===== src/design/spcb_pkg.sv =====
// Shared types and constants for the servo pulse channel bank.
// Holds the request and response beat layouts, item kinds and register indexes.
// Depends on nothing; every module of the bank imports it.
`default_nettype none

package spcb_pkg;

   // Field widths fixed by the beat layout.
   localparam int unsigned TICK_W  = 16;
   localparam int unsigned CHAN_W  = 4;
   localparam int unsigned KIND_W  = 2;
   localparam int unsigned LEVEL_W = 8;
   localparam int unsigned COUNT_W = 4;
   localparam int unsigned CSR_ADDR_W = 2;
   localparam int unsigned CSR_DATA_W = 16;

   // Item kinds carried in the request beat.
   localparam logic [KIND_W-1:0] KIND_TICK  = 2'd0;
   localparam logic [KIND_W-1:0] KIND_WRITE = 2'd1;
   localparam logic [KIND_W-1:0] KIND_READ  = 2'd2;

   // Configuration register indexes.
   localparam logic [CSR_ADDR_W-1:0] CSR_PERIOD_TICKS    = 2'd0;
   localparam logic [CSR_ADDR_W-1:0] CSR_MIN_PULSE       = 2'd1;
   localparam logic [CSR_ADDR_W-1:0] CSR_MAX_PULSE       = 2'd2;
   localparam logic [CSR_ADDR_W-1:0] CSR_ACTIVE_CHANNELS = 2'd3;

   // Register values after reset (50 Hz frame, 1 ms to 2 ms pulses, all servos on).
   localparam logic [TICK_W-1:0]  PERIOD_TICKS_RESET    = 16'd19999;
   localparam logic [TICK_W-1:0]  MIN_PULSE_RESET       = 16'd1000;
   localparam logic [TICK_W-1:0]  MAX_PULSE_RESET       = 16'd2000;
   localparam logic [COUNT_W-1:0] ACTIVE_CHANNELS_RESET = 4'd8;

   // Request beat.
   typedef struct packed {
      logic [KIND_W-1:0] kind;
      logic [CHAN_W-1:0] channel;
      logic [TICK_W-1:0] pulse;
   } req_type;

   // Response beat.
   typedef struct packed {
      logic               ok;
      logic [TICK_W-1:0]  read_value;
      logic [LEVEL_W-1:0] pwm_levels;
      logic               period_start;
   } rsp_type;

endpackage

`default_nettype wire


===== src/design/servo_pwm_channel_bank_core.sv =====
// Servo pulse channel bank: shared frame counter, pulse store and level compare.
// Depends on spcb_pkg for the beat layouts, item kinds and register indexes.
`default_nettype none

// The bank takes one request beat per clock and returns exactly one response
// beat for it: the beat is held in an input register, processed by one pass of
// logic (counter step, pulse store update and the parallel compare of every
// channel against the counter) and captured in the response register. Back to
// back beats flow at one per cycle; the only stall comes from rsp_ready, which
// the input register absorbs. A tick beat advances the frame counter,
// a write beat stores a pulse width that is zero or inside [min_pulse,
// max_pulse], and a read beat returns the stored
// width. Every response carries the channel levels after the beat took effect.
// Configuration writes are taken at any time but are meant for an idle bank.
module servo_pwm_channel_bank_core
   import spcb_pkg::*;
#(
   parameter int unsigned NUM_CHANNELS = 8
) (
   input  wire logic                  clock,
   input  wire logic                  reset,
   // Request channel.
   input  wire logic                  req_valid,
   output logic                       req_ready,
   input  wire req_type               req_payload,
   // Response channel.
   output logic                       rsp_valid,
   input  wire logic                  rsp_ready,
   output rsp_type                    rsp_payload,
   // Configuration write port.
   input  wire logic                  csr_write,
   input  wire logic [CSR_ADDR_W-1:0] csr_addr,
   input  wire logic [CSR_DATA_W-1:0] csr_data
);

   // Channels that own a bit of the level vector.
   localparam int unsigned LEVEL_CHANNELS = (NUM_CHANNELS < LEVEL_W) ? NUM_CHANNELS : LEVEL_W;
   // One bit wider than a channel number so that a bank of sixteen still fits.
   localparam logic [CHAN_W:0] LAST_CHANNEL = (CHAN_W+1)'(NUM_CHANNELS);

   // Configuration registers.
   logic [TICK_W-1:0]  period_ticks_ff;
   logic [TICK_W-1:0]  min_pulse_ff;
   logic [TICK_W-1:0]  max_pulse_ff;
   logic [COUNT_W-1:0] active_channels_ff;

   // Frame counter and pulse store.
   logic [TICK_W-1:0] counter_ff, counter_in;
   logic [TICK_W-1:0] pulse_ff [NUM_CHANNELS];
   logic [TICK_W-1:0] pulse_in [NUM_CHANNELS];

   // Input and response registers.
   logic    in_valid_ff;
   req_type in_beat_ff;
   logic    out_valid_ff;
   rsp_type out_beat_ff, out_beat_in;

   logic advance;
   logic valid_chan;
   logic pulse_good;
   logic write_ok;
   logic [TICK_W-1:0] read_data;

   // Handshake: the pass runs when the response register is free or draining.
   assign advance   = in_valid_ff && (!out_valid_ff || rsp_ready);
   assign req_ready = !in_valid_ff || advance;
   assign rsp_valid = out_valid_ff;
   assign rsp_payload = out_beat_ff;

   // Configuration register writes.
   always_ff @(posedge clock) begin
      if (reset) begin
         period_ticks_ff    <= PERIOD_TICKS_RESET;
         min_pulse_ff       <= MIN_PULSE_RESET;
         max_pulse_ff       <= MAX_PULSE_RESET;
         active_channels_ff <= ACTIVE_CHANNELS_RESET;
      end else if (csr_write) begin
         case (csr_addr)
            CSR_PERIOD_TICKS:    period_ticks_ff    <= csr_data;
            CSR_MIN_PULSE:       min_pulse_ff       <= csr_data;
            CSR_MAX_PULSE:       max_pulse_ff       <= csr_data;
            CSR_ACTIVE_CHANNELS: active_channels_ff <= csr_data[COUNT_W-1:0];
            default: ;
         endcase
      end
   end

   // Input register: captures a request beat whenever there is room.
   always_ff @(posedge clock) begin
      if (reset) begin
         in_valid_ff <= 1'b0;
      end else if (req_ready) begin
         in_valid_ff <= req_valid;
      end
   end

   always_ff @(posedge clock) begin
      if (req_ready && req_valid) begin
         in_beat_ff <= req_payload;
      end
   end

   // Channel check and write acceptance window.
   assign valid_chan = (in_beat_ff.channel != '0) &&
                       ({1'b0, in_beat_ff.channel} <= LAST_CHANNEL);
   assign pulse_good = (in_beat_ff.pulse == '0) ||
                       ((in_beat_ff.pulse >= min_pulse_ff) && (in_beat_ff.pulse <= max_pulse_ff));
   assign write_ok   = (in_beat_ff.kind == KIND_WRITE) && valid_chan && pulse_good;

   // Counter step: wrap to zero at or past the last tick of the frame.
   always_comb begin
      counter_in = counter_ff;
      if (in_beat_ff.kind == KIND_TICK) begin
         if (counter_ff >= period_ticks_ff) begin
            counter_in = '0;
         end else begin
            counter_in = counter_ff + TICK_W'(1);
         end
      end
   end

   // Store update and read select, one slot per channel.
   always_comb begin
      read_data = '0;
      for (int unsigned i = 0; i < NUM_CHANNELS; i++) begin
         pulse_in[i] = pulse_ff[i];
         if (write_ok && (in_beat_ff.channel == CHAN_W'(i + 1))) begin
            pulse_in[i] = in_beat_ff.pulse;
         end
         if (in_beat_ff.channel == CHAN_W'(i + 1)) begin
            read_data = pulse_ff[i];
         end
      end
   end

   // Response: levels come from the counter and store after the beat.
   always_comb begin
      out_beat_in = '0;
      case (in_beat_ff.kind)
         KIND_TICK: begin
            out_beat_in.ok           = 1'b1;
            out_beat_in.period_start = (counter_ff >= period_ticks_ff);
         end
         KIND_WRITE: begin
            out_beat_in.ok = write_ok;
         end
         KIND_READ: begin
            out_beat_in.ok         = valid_chan;
            out_beat_in.read_value = valid_chan ? read_data : '0;
         end
         default: ;
      endcase
      for (int unsigned i = 0; i < LEVEL_CHANNELS; i++) begin
         // Groups: channels 1-4 need a nonzero count, 5-6 need five, the rest seven.
         logic enabled;
         enabled = 1'b0;
         if (active_channels_ff != '0) begin
            if (i < 4) begin
               enabled = 1'b1;
            end else if (i < 6) begin
               enabled = (active_channels_ff >= COUNT_W'(5));
            end else begin
               enabled = (active_channels_ff >= COUNT_W'(7));
            end
         end
         out_beat_in.pwm_levels[i] = enabled && (counter_in < pulse_in[i]);
      end
   end

   // State registers advance once per processed beat.
   always_ff @(posedge clock) begin
      if (reset) begin
         counter_ff <= '0;
         for (int unsigned i = 0; i < NUM_CHANNELS; i++) begin
            pulse_ff[i] <= '0;
         end
      end else if (advance) begin
         counter_ff <= counter_in;
         for (int unsigned i = 0; i < NUM_CHANNELS; i++) begin
            pulse_ff[i] <= pulse_in[i];
         end
      end
   end

   // Response register.
   always_ff @(posedge clock) begin
      if (reset) begin
         out_valid_ff <= 1'b0;
      end else if (advance) begin
         out_valid_ff <= 1'b1;
      end else if (rsp_ready) begin
         out_valid_ff <= 1'b0;
      end
   end

   always_ff @(posedge clock) begin
      if (advance) begin
         out_beat_ff <= out_beat_in;
      end
   end

endmodule

`default_nettype wire


===== config.mk =====
export PLATFORM = sky130hd
export DESIGN_NAME = servo_pwm_channel_bank_core
export DESIGN_NICKNAME = d
export VERILOG_FILES = /design/src/design/spcb_pkg.sv /design/src/design/servo_pwm_channel_bank_core.sv
export SDC_FILE = /design/constraint.sdc
export NUM_CORES = 1
export LEC_CHECK = 0
export ABC_AREA = 1
export BUFFER_PORTS_ARGS = -buffer_cell sky130_fd_sc_hd__buf_2
export CAP_MARGIN = 20
export CORE_ASPECT_RATIO = 2
export CORE_MARGIN = 4
export CORE_UTILIZATION = 60
export CTS_CLUSTER_DIAMETER = 120
export DETAILED_ROUTE_END_ITERATION = 6
export PLACE_DENSITY = 0.78
export SYNTH_ARGS = -nofsm -noshare
export SYNTH_HDL_FRONTEND = slang
export SYNTH_SLANG_ARGS = --single-unit

===== constraint.sdc =====
create_clock -name clock -period 7.25 [get_ports clock]
set_clock_uncertainty 0.05 [all_clocks]
set_input_delay 0.725 -clock clock [delete_from_list [all_inputs] [get_ports clock]]
set_output_delay 0.725 -clock clock [all_outputs]
set_load 0.005 [all_outputs]

==> qor.txt, run 1 <==
status -> finished clean
CTS Hold Bufs -> 0
Worst Setup End Kind -> flip-flop
max incr delay on CP -> 590 ps
Area Growth Syn to Fin -> 9.856%
Avg WL per Cell -> 20.08 µm
Synth Instances -> 1828
Total Neg Setup Slack -> 0 ps
final hold vios -> 0
largest net degree at the start of global routing -> 79
multiplexer area fraction after synthesis -> 0
post-synthesis simple-gate area fraction -> 0.1850
drt pass-1 iters -> 6
GPL Wtd Cong -> 0.9423
# diodes -> 0
leading cell type by number of instances after synthesis -> nand2_1
peak supply drop -> 0.2338 mV
Int Power -> 2.455 mW
post-synthesis compound-gate area fraction -> 0.1491
final cell count without fillers -> 2229
synth unique cells -> 38
Synth Area in XOR/XNOR -> 0.002321
Max Root-Sink Buffers -> 3
Sink Count -> 246
post-cts sizing count -> 0
RSZ-0062 raised after global routing -> false
Synth area leaders -> edfxtp_1 35%, ha_1 14%, nand2_1 9.4%, dfxtp_1 9.3%, inv_1 6.1%
Comb power frac -> 0.116
synthesis-stage register bit count -> 246
Final Routed Wirelength -> 44770 µm
synthesized area -> 0.01509 mm²
residual DRC count -> 0
Slew @ Worst Pin -> 1091 ps
port bufs -> 72
crit path cell chain -> clkinv_1 -> ha_1 -> nand2_1 -> nand3_1 -> nand2_1 -> nand2_1 -> nand2_1 -> nand2_1 -> nand2_1 -> nand2_1 -> nand2_1 -> nand2_2 -> nand3_1 -> clkinv_1 -> o21ai_0 -> ha_1 -> nand4_1 -> nor3_1 -> a21oi_1
Die ar. -> 0.02791 mm²
Synth Warn # -> 0
FP Rows -> 81
Final Util -> 0.6733
main combinational cell family by area after synthesis -> simple AND/OR/NAND/NOR gates
crit path DAT -> 5120 ps
syn nets -> 2042
Seq/Total Area, Yosys -> 0.4430
adder and majority gate portion of the synthesized area -> 0.1401
HPWL Detailed -> 32910 µm
Root Buffer -> clkbuf_16
Setup-failing EPs final -> 0
fmax -> 204.5 MHz
placed cells -> 2184
Top FF cell, synth -> edfxtp_1
hold_sp -> req_payload[21]
CP Launch Type -> flip-flop
initial antenna violation count -> 0
fin. max-slew vios -> 0
Critical Path Fanout Max -> 28
TritonCTS clock tree -> yes
CTS clock-pin slew for the worst setup and hold paths -> 70 ps
CP Data Required Time -> 7490 ps
Flop pwr share -> 0.489
Worst Setup Path Type -> flip-flop to flip-flop
number of flops mapped to enable cells by yosys -> 176
switching share of total power -> 0.2667
Synth top area share -> 0.3501
Pwr Density -> 201.9 mW/mm²
first-pass GRT wire length -> 69520 µm
routed via count -> 13330
nets@finish -> 2093
synth cell count leaders -> 377 x nand2_1, 247 x inv_1, 216 x nor2_1
gr usage total -> 0.3220
max-cap violation count -> 0
Most common cell on crit path -> nand2_1
# IOs -> 73
post-route ant nets -> 0
hold depth -> 1
Slowest-stage cell, CP -> clkinv_1
Die Wd -> 120.2 µm
Worst-Skew Late Latency -> 550 ps
Worst R2R Path Depth -> 19
Slew HR -> 0.2709
NetSw -> 892.7 µW
WHS -> 306.5 ps
Initial Util -> 0.6129
Syn Area/Cell -> 8.257 µm²
clock share of power -> 0.396
DIE HEIGHT -> 232.3 µm
RR Endpoint -> rsp_payload[4]
H-tree depth -> 1
Starting DRT DRC Count -> 1333
Worst Hold Path EP -> in_beat_ff[21]
placeable core region -> 0.02463 mm²
Final Critical Period -> 4889 ps
Synth area leader -> edfxtp_1
CTS Buf Count -> 24
Synth async-reset ratio -> 0
vias in the first global route -> 13150
launch point of the worst reg-to-reg path -> in_beat_ff[0]
global route overflow -> 0
ratio of final minimum period to clock period -> 0.6744
post-CTS setup buffer count -> 0
fraction of layout cells with a size suffix above 1 -> 0.07591
vias per inst -> 5.981
Leak -> 7.768 nW
min-delay worst type -> input port to flip-flop
worst reg2reg setup slack -> 2360 ps
==> cell type report <==
cell class	instances	area (µm²)
multi-input combinational	1263	7213
tap	332	415.4
clock buffer	34	733.2
fill	2046	8045
inverter	257	964.7
timing repair buffer	87	480.5
clock inverter	10	88.84
sequential	246	6686
==> cells in the final DEF (no fill, tap or decap), types with 21 or more instances in the layout <==
master,Yosys,layout
a211oi_1,21,21
a21oi_1,114,114
buf_2,8,72
clkbuf_16,0,27
dfxtp_1,70,70
edfxtp_1,176,176
ha_1,169,169
inv_1,247,247
nand2_1,377,375
nand3_1,47,47
nor2_1,216,216
o2111ai_1,23,23
o21ai_0,185,185
o22ai_1,25,25
==> per-stage QoR <==
step	power (mW)	cell area [µm²]	setup WS, ps
6_report	3.348	16580	2361
5_1_grt	3.471	16580	2091
4_1_cts	3.347	16570	2360
3_5_place_dp	2.044	15750	2386
3_3_place_gp	2.030	15750	2427
2_1_floorplan	1.909	15090	1598
==> worst max path at each step <==
stage                       start              to
global placement    in_beat_ff[0]  rsp_payload[5]
finish              in_beat_ff[0]  rsp_payload[4]
CTS                 in_beat_ff[0]  rsp_payload[5]
detailed placement  in_beat_ff[0]  rsp_payload[5]
global route        in_beat_ff[0]  rsp_payload[1]
floorplan                   reset  pulse_ff[0][0]
==> routing by layer <==
layer	GRT usage	part of all wire	vias up	routed length (µm)
met5	0	0	-	0
met4	0.2761	0.10	0	4612
met3	0.04169	0.060	231	2700
met2	0.5600	0.49	647	22020
met1	0.3382	0.34	6141	15430
li1	-	-	6313	-
==> critical path: cells and delay by family, from the launching register on <==
| kind | cells | cell delay [ps] |
|---|---|---|
| and+or+nand+nor | 13 | 1940 |
| buffers and inverters | 2 | 940 |
| AOI/OAI and AO/OA | 2 | 710 |
| adders and majority gates | 2 | 620 |
| DFF | 1 | 360 |
==> power groups by stage <==
| stage | logic (mW) | clock network (mW) | registers (mW) |
|---|---|---|---|
| global placement | 0.368 | 0 | 1.66 |
| global route | 0.435 | 1.39 | 1.64 |
| CTS | 0.383 | 1.33 | 1.63 |
| floorplan | 0.256 | 0 | 1.65 |
| finish | 0.387 | 1.32 | 1.64 |
| detailed placement | 0.381 | 0 | 1.66 |
==> sequential cells by signal, summed over array words and instances, names as in the netlist <==
register            cells
pulse_ff              128
in_valid_ff             1
max_pulse_ff           16
counter_ff             16
in_beat_ff             22
active_channels_ff      4
period_ticks_ff        16
rsp_payload            26
min_pulse_ff           16
rsp_valid               1
==> cells by family (layout without fill, tap and decap cells) <==
logic type | Yosys count | in the layout
xor gates and xnor gates | 4 | 4
AOI/OAI and AO/OA | 399 | 399
adders and majority gates | 169 | 169
DFF | 246 | 246
and+or+nand+nor | 691 | 691
buffers and inverters | 319 | 388
No activity file was read; power rests on OpenSTA's default activity.
==> run 2: changes to the inputs <==
==> constraint.sdc (replaced) <==
create_clock -name clock -period 5 [get_ports clock]
set_clock_uncertainty 0.05 [all_clocks]
set_input_delay 0.5 -clock clock [delete_from_list [all_inputs] [get_ports clock]]
set_output_delay 0.5 -clock clock [all_outputs]
set_load 0.005 [all_outputs]
==> run 2 against run 1 <==
Global-route usage shrank 0.99 points. Critical path depth rose by 2. Setup slack got worse by 1800 ps. Largest power group unchanged.
==> qor.txt, run 2 (synthesis results as in run 1) <==
worst reg2reg setup slack -> 540 ps (-1820 ps)
multi-input logic area -> 0.007208 mm² (about the same)
post-cts sizing count -> 0 (unchanged)
TritonCTS clock tree -> yes
most common cell after layout, fill and taps aside -> nand2_1
hold depth -> 1 (unchanged)
global route overflow -> 0 (unchanged)
hold_sp -> req_payload[18]
clock share of power -> 0.376 (-0.020)
max-cap violation count -> 0 (unchanged)
Starting DRT DRC Count -> 1282 (-3.8%)
Max Root-Sink Buffers -> 3 (unchanged)
CP Launch Type -> flip-flop
Initial Util -> 0.6129 (unchanged)
Worst R2R Path Depth -> 21 (+2)
first-pass GRT wire length -> 67930 µm (-2.3%)
gr usage total -> 0.3121 (-0.009855)
ratio of final minimum period to clock period -> 0.8914 (+0.2170)
total power -> 4.703 mW (+40%)
post-route ant nets -> 0 (unchanged)
status -> finished clean
DIE HEIGHT -> 232.3 µm (unchanged)
routed via count -> 13360 (+0.22%)
port bufs -> 72 (unchanged)
RSZ-0062 raised after global routing -> false
Final Critical Period -> 4457 ps (-432.4 ps)
largest net degree at the start of global routing -> 110 (+39%)
Avg WL per Cell -> 19.47 µm (-3.1%)
Die ar. -> 0.02791 mm² (unchanged)
fraction of layout cells with a size suffix above 1 -> 0.07922 (+0.003314)
residual DRC count -> 0 (unchanged)
final worst-path setup slack -> 543.1 ps (-1818 ps)
final hold vios -> 0 (unchanged)
Worst Setup Path Type -> flip-flop to flip-flop
FP Rows -> 81 (unchanged)
Pwr Density -> 283.3 mW/mm² (+40%)
Area Growth Syn to Fin -> 9.980%
initial antenna violation count -> 0 (unchanged)
min-delay worst type -> input port to flip-flop
number of flip-flops under the largest register name -> 128 (unchanged)
# diodes -> 0 (unchanged)
Seq. cell area -> 0.006686 mm² (unchanged)
CTS clock-pin slew for the worst setup and hold paths -> 70 ps (about the same)
Flop pwr share -> 0.504 (+0.015)
fin. max-slew vios -> 0 (unchanged)
HPWL Detailed -> 32010 µm (-2.7%)
WHS -> 91.76 ps (-214.7 ps)
Int Power -> 3.452 mW (+41%)
Sink Count -> 246 (unchanged)
Slew HR -> 0.2581 (-0.01284)
Fillers -> 1997 (-2.4%)
Total Neg Setup Slack -> 0 ps (unchanged)
Die Wd -> 120.2 µm (unchanged)
Final Util -> 0.6741 (+0.0007620)
Critical Path Fanout Max -> 28 (unchanged)
peak supply drop -> 0.2906 mV (+24%)
Comb power frac -> 0.120 (+0.004)
switching share of total power -> 0.2661 (-0.0005225)
post-CTS setup buffer count -> 0 (unchanged)
crit path DAT -> 4800 ps (-320 ps)
CP Data Required Time -> 5340 ps (-2150 ps)
nets@finish -> 2104 (+0.53%)
vias in the first global route -> 13310 (+1.2%)
fmax -> 224.4 MHz (+9.7%)
GPL Wtd Cong -> 0.9777 (+3.8%)
CTS Hold Bufs -> 0 (unchanged)
Slew @ Worst Pin -> 1113 ps (+22.32 ps)
Setup-failing EPs final -> 0 (unchanged)
H-tree depth -> 1 (unchanged)
Biggest register -> pulse_ff
launch point of the worst reg-to-reg path -> in_beat_ff[0]
Final Routed Wirelength -> 43570 µm (-2.7%)
drt pass-1 iters -> 6 (unchanged)
Leak -> 7.783 nW (+0.19%)
most frequent cells in the layout -> 375 x nand2_1, 247 x inv_1, 216 x nor2_1
vias per inst -> 5.970 (-0.19%)
CTS Buf Count -> 23 (-4.2%)
# IOs -> 73 (unchanged)
pre-CTS WS -> 629.5 ps (-1757 ps)
Worst Hold Path EP -> in_beat_ff[18]
placeable core region -> 0.02463 mm² (unchanged)
NetSw -> 1.252 mW (+40%)
Worst-Skew Late Latency -> 530 ps (-20 ps)
Root Buffer -> clkbuf_16
Worst Setup End Kind -> flip-flop
RR Endpoint -> rsp_payload[4]
[run 2: power by group through the flow]
stage,registers (mW),logic (mW),clock network [mW]
global route,2.38,0.632,1.85
detailed placement,2.41,0.554,0
global placement,2.41,0.535,0
floorplan,2.39,0.371,0
finish,2.37,0.563,1.77
CTS,2.37,0.558,1.78
[run 2: worst max-delay path: stages (launching register included)]
cell,delay [ps]
edfxtp_1,400
clkinv_1,350
ha_1,400
nand2_1,60
nand3_1,80
nand2_1,70
nand2_1,70
nand2_1,70
nand2_1,70
nand2_1,60
nand2_1,40
nand2_1,110
nand2_2,230
nand3_1,220
clkinv_1,560
o21ai_0,510
ha_1,310
a21oi_1,170
nor2_1,50
a211oi_1,170
nand2_1,130
a21oi_1,130
[run 2: worst max path at each step]
stage,slack [ps],cells past startpoint,from,end
after floorplan,1580,5,reset,pulse_ff[0][0]
after global placement,710,21,in_beat_ff[0],rsp_payload[4]
after detailed placement,630,21,in_beat_ff[0],rsp_payload[4]
after CTS,610,21,in_beat_ff[0],rsp_payload[4]
after global routing,130,21,in_beat_ff[0],rsp_payload[4]
final,540,21,in_beat_ff[0],rsp_payload[4]
[run 2: metal layers]
layer | share of wire | up-vias | GRT usage
met5 | 0 | - | 0
met4 | 0.086 | 0 | 0.2402
met3 | 0.061 | 211 | 0.03120
met2 | 0.51 | 644 | 0.5626
met1 | 0.34 | 6171 | 0.3281
li1 | - | 6335 | -
[run 2: per-stage QoR]
| step | cell area [µm²] | instances |
|---|---|---|
| 2_1_floorplan | 15100 | 1828 |
| 3_3_place_gp | 15860 | 2197 |
| 3_5_place_dp | 15860 | 2197 |
| 4_1_cts | 16600 | 2238 |
| 5_1_grt | 16600 | 2238 |
| 6_report | 16600 | 2238 |
[run 2: layout make-up]
cell class	instances	area share
clock inverter	13	0.005577
tap	332	0.02502
multi-input combinational	1263	0.4342
timing repair buffer	99	0.03542
inverter	257	0.05811
sequential	246	0.4028
clock buffer	28	0.03889
